==> src/rtl/core/sdm_pkg.sv <==
// Shared types and constants for the signed-division magic number generator.
package sdm_pkg;

    localparam int SDM_WORD_W  = 64;
    localparam int SDM_DIV_W   = 63;
    localparam int SDM_SHIFT_W = 6;
    localparam int SDM_CNT_W   = 7;

    localparam logic [SDM_CNT_W-1:0]   SDM_MAX_STEPS   = 7'd64;
    localparam logic [SDM_SHIFT_W-1:0] SDM_LAST_BIT    = 6'd63;
    localparam logic [SDM_DIV_W-1:0]   SDM_MIN_DIVISOR = 63'd2;
    localparam logic [SDM_WORD_W-1:0]  SDM_TWO_P63_M1  = 64'h7FFF_FFFF_FFFF_FFFF;

    typedef enum logic [2:0] {
        ST_IDLE,
        ST_DIV_D,
        ST_NC,
        ST_DIV_NC,
        ST_DELTA,
        ST_STEP_R1,
        ST_STEP_R2,
        ST_DONE
    } t_state;

    typedef struct packed {
        logic start;
        logic take;
    } t_core_cmd;

    typedef struct packed {
        logic idle;
        logic done;
    } t_core_stat;

    typedef struct packed {
        logic [SDM_WORD_W-1:0]  q2;
        logic [SDM_SHIFT_W-1:0] shift;
        logic                   valid;
    } t_core_res;

endpackage

==> src/rtl/core/sdm_if.sv <==
// Valid/ready channel interfaces for divisor input and magic number result.
interface sdm_in_if import sdm_pkg::*; ();
    logic                 valid;
    logic                 ready;
    logic [SDM_DIV_W-1:0] divisor;

    modport source (output valid, output divisor, input ready);
    modport sink   (input valid, input divisor, output ready);
endinterface

interface sdm_out_if import sdm_pkg::*; ();
    logic                   valid;
    logic                   ready;
    logic [SDM_WORD_W-1:0]  magic_multiplier;
    logic [SDM_SHIFT_W-1:0] post_shift;
    logic                   needs_add;
    logic                   valid_res;

    modport source (output valid, output magic_multiplier, output post_shift,
                    output needs_add, output valid_res, input ready);
    modport sink   (input valid, input magic_multiplier, input post_shift,
                    input needs_add, input valid_res, output ready);
endinterface

==> src/rtl/core/sdm_cmpsub.sv <==
// Shared 64-bit compare and conditional subtract step.
module sdm_cmpsub import sdm_pkg::*; (
    input  logic [SDM_WORD_W-1:0] i_a,
    input  logic [SDM_WORD_W-1:0] i_b,
    output logic                  o_ge,
    output logic [SDM_WORD_W-1:0] o_diff
);

    logic [SDM_WORD_W:0] sub;

    assign sub    = {1'b0, i_a} - {1'b0, i_b};
    assign o_ge   = ~sub[SDM_WORD_W];
    assign o_diff = o_ge ? sub[SDM_WORD_W-1:0] : i_a;

endmodule

==> src/rtl/core/sdm_core.sv <==
// Sequencer and working registers of the magic number search.
module sdm_core import sdm_pkg::*; (
    input  logic                 i_clk,
    input  logic                 i_rst_n,
    input  t_core_cmd            i_cmd,
    input  logic [SDM_DIV_W-1:0] i_divisor,
    output t_core_stat           o_stat,
    output t_core_res            o_res
);

    t_state                 r_state, n_state;
    logic [SDM_DIV_W-1:0]   r_d, n_d;
    logic [SDM_WORD_W-1:0]  r_nc, n_nc;
    logic [SDM_WORD_W-1:0]  r_q1, n_q1;
    logic [SDM_WORD_W-1:0]  r_r1, n_r1;
    logic [SDM_WORD_W-1:0]  r_q2, n_q2;
    logic [SDM_WORD_W-1:0]  r_r2, n_r2;
    logic [SDM_WORD_W-1:0]  r_delta, n_delta;
    logic [SDM_CNT_W-1:0]   r_cnt, n_cnt;
    logic [SDM_SHIFT_W-1:0] r_shift, n_shift;
    logic                   r_valid, n_valid;

    logic [SDM_WORD_W-1:0] u_a, u_b, u_diff;
    logic                  u_ge;
    logic                  div_bit;
    logic                  keep_going;
    logic [SDM_WORD_W-1:0] delta_x2;
    logic [SDM_WORD_W-1:0] d_ext;

    sdm_cmpsub u_cmpsub (
        .i_a    (u_a),
        .i_b    (u_b),
        .o_ge   (u_ge),
        .o_diff (u_diff)
    );

    assign d_ext      = {1'b0, r_d};
    assign div_bit    = (r_cnt[SDM_SHIFT_W-1:0] == '0);
    assign delta_x2   = {r_delta[SDM_WORD_W-2:0], 1'b0};
    assign keep_going = (r_q1 < r_delta) || ((r_q1 == r_delta) && (r_r1 == '0));

    always_comb begin
        unique case (r_state)
            ST_DIV_D: begin
                u_a = {r_r2[SDM_WORD_W-2:0], div_bit};
                u_b = d_ext;
            end
            ST_NC: begin
                u_a = SDM_TWO_P63_M1;
                u_b = r_r2;
            end
            ST_DIV_NC: begin
                u_a = {r_r1[SDM_WORD_W-2:0], div_bit};
                u_b = r_nc;
            end
            ST_DELTA: begin
                u_a = d_ext;
                u_b = r_r2;
            end
            ST_STEP_R1: begin
                u_a = {r_r1[SDM_WORD_W-2:0], 1'b0};
                u_b = r_nc;
            end
            ST_STEP_R2: begin
                u_a = {r_r2[SDM_WORD_W-2:0], 1'b0};
                u_b = d_ext;
            end
            default: begin
                u_a = '0;
                u_b = '0;
            end
        endcase
    end

    always_ff @(posedge i_clk) begin
        if (!i_rst_n) begin
            r_state <= ST_IDLE;
        end else begin
            r_state <= n_state;
        end
    end

    always_ff @(posedge i_clk) begin
        r_d     <= n_d;
        r_nc    <= n_nc;
        r_q1    <= n_q1;
        r_r1    <= n_r1;
        r_q2    <= n_q2;
        r_r2    <= n_r2;
        r_delta <= n_delta;
        r_cnt   <= n_cnt;
        r_shift <= n_shift;
        r_valid <= n_valid;
    end

    always_comb begin
        n_state = r_state;
        n_d     = r_d;
        n_nc    = r_nc;
        n_q1    = r_q1;
        n_r1    = r_r1;
        n_q2    = r_q2;
        n_r2    = r_r2;
        n_delta = r_delta;
        n_cnt   = r_cnt;
        n_shift = r_shift;
        n_valid = r_valid;
        unique case (r_state)
            ST_IDLE: begin
                if (i_cmd.start) begin
                    n_d     = i_divisor;
                    n_q2    = '0;
                    n_r2    = '0;
                    n_cnt   = '0;
                    n_shift = '0;
                    if (i_divisor < SDM_MIN_DIVISOR) begin
                        n_valid = 1'b0;
                        n_state = ST_DONE;
                    end else begin
                        n_valid = 1'b1;
                        n_state = ST_DIV_D;
                    end
                end
            end
            ST_DIV_D: begin
                n_q2  = {r_q2[SDM_WORD_W-2:0], u_ge};
                n_r2  = u_diff;
                n_cnt = r_cnt + 1'b1;
                if (r_cnt[SDM_SHIFT_W-1:0] == SDM_LAST_BIT) begin
                    n_cnt   = '0;
                    n_state = ST_NC;
                end
            end
            ST_NC: begin
                n_nc    = u_diff;
                n_q1    = '0;
                n_r1    = '0;
                n_state = ST_DIV_NC;
            end
            ST_DIV_NC: begin
                n_q1  = {r_q1[SDM_WORD_W-2:0], u_ge};
                n_r1  = u_diff;
                n_cnt = r_cnt + 1'b1;
                if (r_cnt[SDM_SHIFT_W-1:0] == SDM_LAST_BIT) begin
                    n_cnt   = '0;
                    n_state = ST_DELTA;
                end
            end
            ST_DELTA: begin
                n_delta = u_diff;
                n_state = ST_STEP_R1;
            end
            ST_STEP_R1: begin
                // check the previous doubling before taking another one
                if ((r_cnt != '0) && (!keep_going || (r_cnt == SDM_MAX_STEPS))) begin
                    n_shift = r_cnt[SDM_SHIFT_W-1:0] - 1'b1;
                    n_state = ST_DONE;
                end else begin
                    n_q1    = {r_q1[SDM_WORD_W-2:0], u_ge};
                    n_r1    = u_diff;
                    n_state = ST_STEP_R2;
                end
            end
            ST_STEP_R2: begin
                n_q2    = {r_q2[SDM_WORD_W-2:0], u_ge};
                n_r2    = u_diff;
                n_delta = u_ge ? delta_x2 : (delta_x2 - d_ext);
                n_cnt   = r_cnt + 1'b1;
                n_state = ST_STEP_R1;
            end
            ST_DONE: begin
                if (i_cmd.take) begin
                    n_state = ST_IDLE;
                end
            end
            default: begin
                n_state = ST_IDLE;
            end
        endcase
    end

    assign o_stat.idle  = (r_state == ST_IDLE);
    assign o_stat.done  = (r_state == ST_DONE);
    assign o_res.q2     = r_q2;
    assign o_res.shift  = r_shift;
    assign o_res.valid  = r_valid;

    a_r2_below_d: assert property (@(posedge i_clk) disable iff (!i_rst_n)
        (r_state == ST_STEP_R1) |-> (r_r2 < d_ext))
        else $error("r2 not below divisor");

    a_r1_below_nc: assert property (@(posedge i_clk) disable iff (!i_rst_n)
        (r_state == ST_STEP_R1) |-> (r_r1 < r_nc))
        else $error("r1 not below nc");

    a_delta_track: assert property (@(posedge i_clk) disable iff (!i_rst_n)
        (r_state == ST_STEP_R1) |-> (r_delta == (d_ext - r_r2)))
        else $error("delta out of step with r2");

endmodule

==> src/rtl/core/signed_div_magic_number_gen_top.sv <==
// Top level of the signed-division magic number generator.
//
//  channel  | dir | payload                                                | handshake
//  i_in     | in  | divisor[62:0]                                          | valid/ready
//  o_out    | out | magic_multiplier[63:0] post_shift[5:0] needs_add valid_res | valid/ready
//
//  Divisor below two: straight from idle to done in the sequencer, then the result register.
//  Otherwise the sequencer forms 2^63/d, then nc, then 2^63/nc, then delta, then runs
//  doubling steps (1..64 steps, each in STEP_R1 then STEP_R2) plus a final check,
//  all through the single shared compare/subtract unit.
//  i_in.ready is high only while the sequencer is idle; a finished result
//  moves to the output register while it is empty or being drained.
//  Synchronous active-low reset returns to idle with no result pending.
module signed_div_magic_number_gen_top import sdm_pkg::*; (
    input  logic          i_clk,
    input  logic          i_rst_n,
    sdm_in_if.sink        i_in,
    sdm_out_if.source     o_out
);

    t_core_cmd  core_cmd;
    t_core_stat core_stat;
    t_core_res  core_res;

    logic                   r_out_valid;
    logic [SDM_WORD_W-1:0]  r_mult;
    logic [SDM_SHIFT_W-1:0] r_shift;
    logic                   r_valid_res;
    logic                   load;

    assign load           = core_stat.done && (!r_out_valid || o_out.ready);
    assign core_cmd.start = i_in.valid && core_stat.idle;
    assign core_cmd.take  = load;
    assign i_in.ready     = core_stat.idle;

    sdm_core u_core (
        .i_clk     (i_clk),
        .i_rst_n   (i_rst_n),
        .i_cmd     (core_cmd),
        .i_divisor (i_in.divisor),
        .o_stat    (core_stat),
        .o_res     (core_res)
    );

    always_ff @(posedge i_clk) begin
        if (!i_rst_n) begin
            r_out_valid <= 1'b0;
        end else if (load) begin
            r_out_valid <= 1'b1;
        end else if (o_out.ready) begin
            r_out_valid <= 1'b0;
        end
    end

    always_ff @(posedge i_clk) begin
        if (load) begin
            r_mult      <= core_res.valid ? (core_res.q2 + 1'b1) : '0;
            r_shift     <= core_res.valid ? core_res.shift : '0;
            r_valid_res <= core_res.valid;
        end
    end

    assign o_out.valid            = r_out_valid;
    assign o_out.magic_multiplier = r_mult;
    assign o_out.post_shift       = r_shift;
    assign o_out.needs_add        = r_mult[SDM_WORD_W-1];
    assign o_out.valid_res        = r_valid_res;

endmodule

==> src/flat_wrapper.sv <==
// flat-port wrapper written by rule: the top's interface ports become plain ports
module signed_div_magic_number_gen_top_flat import sdm_pkg::*;
  (i_clk, i_rst_n, i_in_valid, i_in_divisor, i_in_ready, o_out_valid, o_out_magic_multiplier, o_out_post_shift, o_out_needs_add, o_out_valid_res, o_out_ready);
  sdm_in_if i_in_i ();
  sdm_out_if o_out_i ();
  input  logic i_clk;
  input  logic i_rst_n;
  input wire logic [$bits(i_in_i.valid)-1:0] i_in_valid;
  input wire logic [$bits(i_in_i.divisor)-1:0] i_in_divisor;
  output wire logic [$bits(i_in_i.ready)-1:0] i_in_ready;
  output wire logic [$bits(o_out_i.valid)-1:0] o_out_valid;
  output wire logic [$bits(o_out_i.magic_multiplier)-1:0] o_out_magic_multiplier;
  output wire logic [$bits(o_out_i.post_shift)-1:0] o_out_post_shift;
  output wire logic [$bits(o_out_i.needs_add)-1:0] o_out_needs_add;
  output wire logic [$bits(o_out_i.valid_res)-1:0] o_out_valid_res;
  input wire logic [$bits(o_out_i.ready)-1:0] o_out_ready;
  assign i_in_i.valid = i_in_valid;
  assign i_in_i.divisor = i_in_divisor;
  assign i_in_ready = i_in_i.ready;
  assign o_out_valid = o_out_i.valid;
  assign o_out_magic_multiplier = o_out_i.magic_multiplier;
  assign o_out_post_shift = o_out_i.post_shift;
  assign o_out_needs_add = o_out_i.needs_add;
  assign o_out_valid_res = o_out_i.valid_res;
  assign o_out_i.ready = o_out_ready;
  signed_div_magic_number_gen_top u_core (.i_clk(i_clk), .i_rst_n(i_rst_n), .i_in(i_in_i), .o_out(o_out_i));
endmodule
==> config.mk <==
export PLATFORM = sky130hd
export DESIGN_NAME = signed_div_magic_number_gen_top_flat
export DESIGN_NICKNAME = d
export VERILOG_FILES = /design/src/rtl/core/sdm_pkg.sv /design/src/rtl/core/sdm_if.sv /design/src/rtl/core/sdm_cmpsub.sv /design/src/rtl/core/sdm_core.sv /design/src/rtl/core/signed_div_magic_number_gen_top.sv /design/src/flat_wrapper.sv
export SDC_FILE = /design/constraint.sdc
export NUM_CORES = 1
export LEC_CHECK = 0
export BUFFER_PORTS_ARGS = -buffer_cell sky130_fd_sc_hd__clkbuf_2
export CORE_UTILIZATION = 25
export DETAILED_ROUTE_END_ITERATION = 6
export GPL_TIMING_DRIVEN = 0
export PLACE_DENSITY_LB_ADDON = 0.1
export SYNTH_ARGS = -nofsm -noshare
export SYNTH_HDL_FRONTEND = slang
export SYNTH_SLANG_ARGS = --single-unit
==> constraint.sdc <==
create_clock -name i_clk -period 10.1 [get_ports i_clk]
set_clock_uncertainty 0.05 [all_clocks]
set_input_delay 1.01 -clock i_clk [delete_from_list [all_inputs] [get_ports i_clk]]
set_output_delay 1.01 -clock i_clk [all_outputs]
set_load 0.02 [all_outputs]
==> impl_metrics.ini <==
[detailed_routing]
routed_via_density = 5.068
wl_met2_um = 68330
drc_errors = 0
wl_met3_um = 9111
routedLengthMet1_um = 69020
ant_nets = 0
num_vias = 29850
drt_wl_total_um = 152200
dr.max_layer_used = met5
wl_per_cell_um = 25.84
drt_iter0_drc = 2595
dr.pass1.iters = 7

[timing]
min_period_over_period = 0.9361
worst_pin_slew_ns = 1.648
slew_headroom = -0.1078
period_minus_slack_ns = 9.454
slew_violations = 20
setup_viol = 0
hold_viol = 0
rsz0062_at_grt = no
hold_ws_ns = 0.4679
setup_ws_ns = 0.6455
fmax_mhz = 105.8

[synth]
synthXorXnorAreaFrac = 0.04385
avgSynthCellArea_um2 = 9.367
synth-seq-area-share = 0.4593
synth_nets = 3995
synthCells = 3732
synth_compound_area_frac = 0.1927
yosys_warnings = 0
async_reset_ff_frac = 0
ys_top_cells_by_area = edfxtp_1 46%, ha_1 6.9%, a21oi_1 5.2%, nand2_1 3.6%, and2_1 3.5%
synth_fa_ha_area_frac = 0.07058
synth_area_um2 = 34960
synth.ff_latch_count = 536
synth_cell_type_count = 79
synth_area_leader_cell = edfxtp_1
synth_edf_count = 532
muxShareOfSynthArea = 0.007552
yosys.area_share.simple = 0.1716
synth_ff_type = edfxtp_1
synth_top_family_by_area = compound AO/OA/AOI/OAI gates
synth_top_area_frac = 0.4570

[setup_path]
reg2reg_depth = 23
worstPathMaxFanout = 11
r2r-start = u_core.u_core.r_state[0]
start_kind = register
cp-end-kind = register
endpoint = u_core.u_core.r_delta[58]
worstPathRequired_ns = 10.44
critPathKind = register to register
crit_start = u_core.u_core.r_state[0]
worstReg2RegEnd = u_core.u_core.r_delta[58]
arrival_ns = 9.80
ff2ff_setup_slack_ns = 0.65

[clock_network]
cts.clk_slew.worst_paths_ns = 0.06
clkSinkCount = 536
postCtsSetupBuffers = 0
htree_levels = 3
holdBufCountCts = 0
cts_buffer_depth = 3
post_cts_resized = 0
insertion_delay_ns = 0.69
cts_tree = done
clockRootBuffer = clkbuf_16
cts_made_buffers = 74

[status]
violations = capacitance limit, slew limit
status = finished, violations left

[layout]
fillCellCount = 14680
nets = 4232
drive_gt1_frac = 0.08054
fin_util = 0.2942
area_growth_pct = 16.28
stdcell_count = 5889

[pwr]
ir_worst_vdd_mv = 0.2741
power_frac_comb = 0.610
clkPwrFrac = 0.149
p_leak_nw = 15.86
seq_power_share = 0.242
switching_share = 0.5143
p_int_mw = 8.175
power_mw = 16.83
cellPowerDensity_nw_per_um2 = 414.1
power.switching_mw = 8.655

[die]
core-area_um2 = 138200
die_y_um = 375.9
ios = 141
dieArea_um2 = 141300
num_rows = 136
initial_core_util = 0.2530
die_width_um = 375.9

[grt]
grt_pass1_vias = 29700
grt_first_pass_wirelength_um = 217500
grt.total_usage = 0.2130
grt-ovfl-total = 0
grt_max_degree = 46
antenna_found_initial = 9

[placement]
io_buffers = 140
place_congestion = 0.9539
placed_cells = 5756
dp_slack_ns = 0.8477
dp_hpwl_um = 117100

[hold_path]
hp-class = input port to register

[run]
max_cap_viol_count = 3
## Yosys cell counts (65+ instances only)
| master | n |
|---|---|
| a31oi_1 | 76 |
| ha_1 | 194 |
| nand2_1 | 337 |
| inv_1 | 285 |
| nor2_1 | 301 |
| a21oi_1 | 366 |
| and2_1 | 195 |
| edfxtp_1 | 532 |
| a221oi_1 | 65 |
| nand2b_1 | 79 |
| xnor2_1 | 122 |
| clkbuf_1 | 168 |
| a21o_1 | 130 |
| o21ai_0 | 208 |
## through the flow
step	TNS [ns]	cell area (um2)
2_1_floorplan	0	34960
6_report	0	40650
3_3_place_gp	-2701.48	37990
3_5_place_dp	0	38440
4_1_cts	0	40640
5_1_grt	0	40640
## layer usage
metal | track usage | vias to the layer above
li1 | - | 13970
met1 | 0.2868 | 14750
met2 | 0.3402 | 892
met3 | 0.03824 | 229
met4 | 0.07593 | 8
met5 | 0 | -
## layout make-up
cell class                      count  area [um2]  share of cell area
Tap cell                         1863        2331             0.05735
Clock inverter                     30       186.4            0.004586
Antenna cell                        3       7.507           0.0001847
Clock buffer                      100        2013             0.04953
Inverter                          285        1072             0.02638
Multi-Input combinational cell   2699       17060              0.4197
Buffer                            212       838.3             0.02062
Timing Repair Buffer              161        1084             0.02666
Sequential cell                   536       16060              0.3950
## registers in the layout, summed over array words and instances, names as in the netlist
register and flops:
u_core.u_core.r_d 63, u_core.u_core.r_shift 6, u_core.o_out.magic_multiplier 64, u_core.u_core.r_r1 64, u_core.u_core.r_valid 1, u_core.o_out.valid_res 1, u_core.u_core.r_cnt 7, u_core.o_out.post_shift 6
u_core.u_core.r_q2 64, u_core.u_core.r_nc 64, u_core.u_core.r_delta 64, u_core.u_core.r_r2 64, u_core.u_core.r_state 3, u_core.u_core.r_q1 64, u_core.o_out.valid 1
## layout by cell type, fill, tap and decap left out, types with 7 or more instances in the layout
cell	n
a211oi_1	60
a21boi_0	18
a21o_1	130
a21oi_1	365
a221oi_1	65
a31oi_1	76
and2_1	195
and3_1	29
buf_1	14
buf_12	7
buf_2	29
clkbuf_1	189
clkbuf_16	77
clkbuf_2	142
clkinv_1	17
clkinv_2	9
edfxtp_1	532
ha_1	194
inv_1	284
mux2i_1	25
nand2_1	336
nand2b_1	79
nand3_1	59
nand4_1	64
nor2_1	301
nor2b_1	31
nor3_1	36
nor4_1	43
o211ai_1	10
o21a_1	28
o21ai_0	208
o21ai_1	20
o21bai_1	25
o31ai_1	7
or2_2	8
or3_1	14
xnor2_1	122
xor2_1	53
## kinds of logic (layout without fill, tap and decap cells)
group / after synthesis / count (layout)
xor+xnor: 175 / 175
fa+ha+maj: 196 / 196
flops: 536 / 536
mux: 26 / 26
compound gates: 1076 / 1076
buf+inv: 497 / 788
simple gates: 1226 / 1226
other cells: 0 / 3
## worst min-delay path by stage
stage	from	end	slack, ns	cells past startpoint
floorplan	u_core.u_core.r_shift[4]	u_core.o_out.post_shift[4]	0.45	1
global placement	u_core.u_core.r_shift[3]	u_core.o_out.post_shift[3]	0.46	1
detailed placement	u_core.u_core.r_shift[3]	u_core.o_out.post_shift[3]	0.46	1
CTS	i_in_divisor[47]	u_core.u_core.r_d[47]	0.41	1
global route	i_in_divisor[47]	u_core.u_core.r_d[47]	0.43	1
finish	i_in_divisor[47]	u_core.u_core.r_d[47]	0.47	1
## power groups by stage
stage,sequential [mW],combinational (mW),clock (mW)
floorplan,3.95,6.38,0
global placement,4.21,10.0,0
detailed placement,4.10,10.1,0
CTS,4.06,10.2,2.58
global route,4.13,11.1,2.65
finish,4.07,10.3,2.50
## critical path, cell delays in order (launching register included)
cell      delay, ns
dfxtp_1        0.61
clkbuf_1       0.55
nor2b_1        0.31
clkbuf_1       0.85
a21o_1         0.27
clkbuf_1       1.01
clkbuf_1       0.80
nand2_1        0.13
o21ai_0        0.11
ha_1           0.22
fa_1           0.22
nor2b_1        0.07
o31a_1         0.28
o21ai_1        0.33
nand2_1        0.20
a21oi_1        0.42
o21ai_2        0.28
a21oi_2        0.36
o21a_1         0.17
buf_2          0.29
buf_1          1.16
o21ai_0        0.18
a21oi_1        0.18
a21oi_1        0.05
No activity file was read; power rests on OpenSTA's default activity.
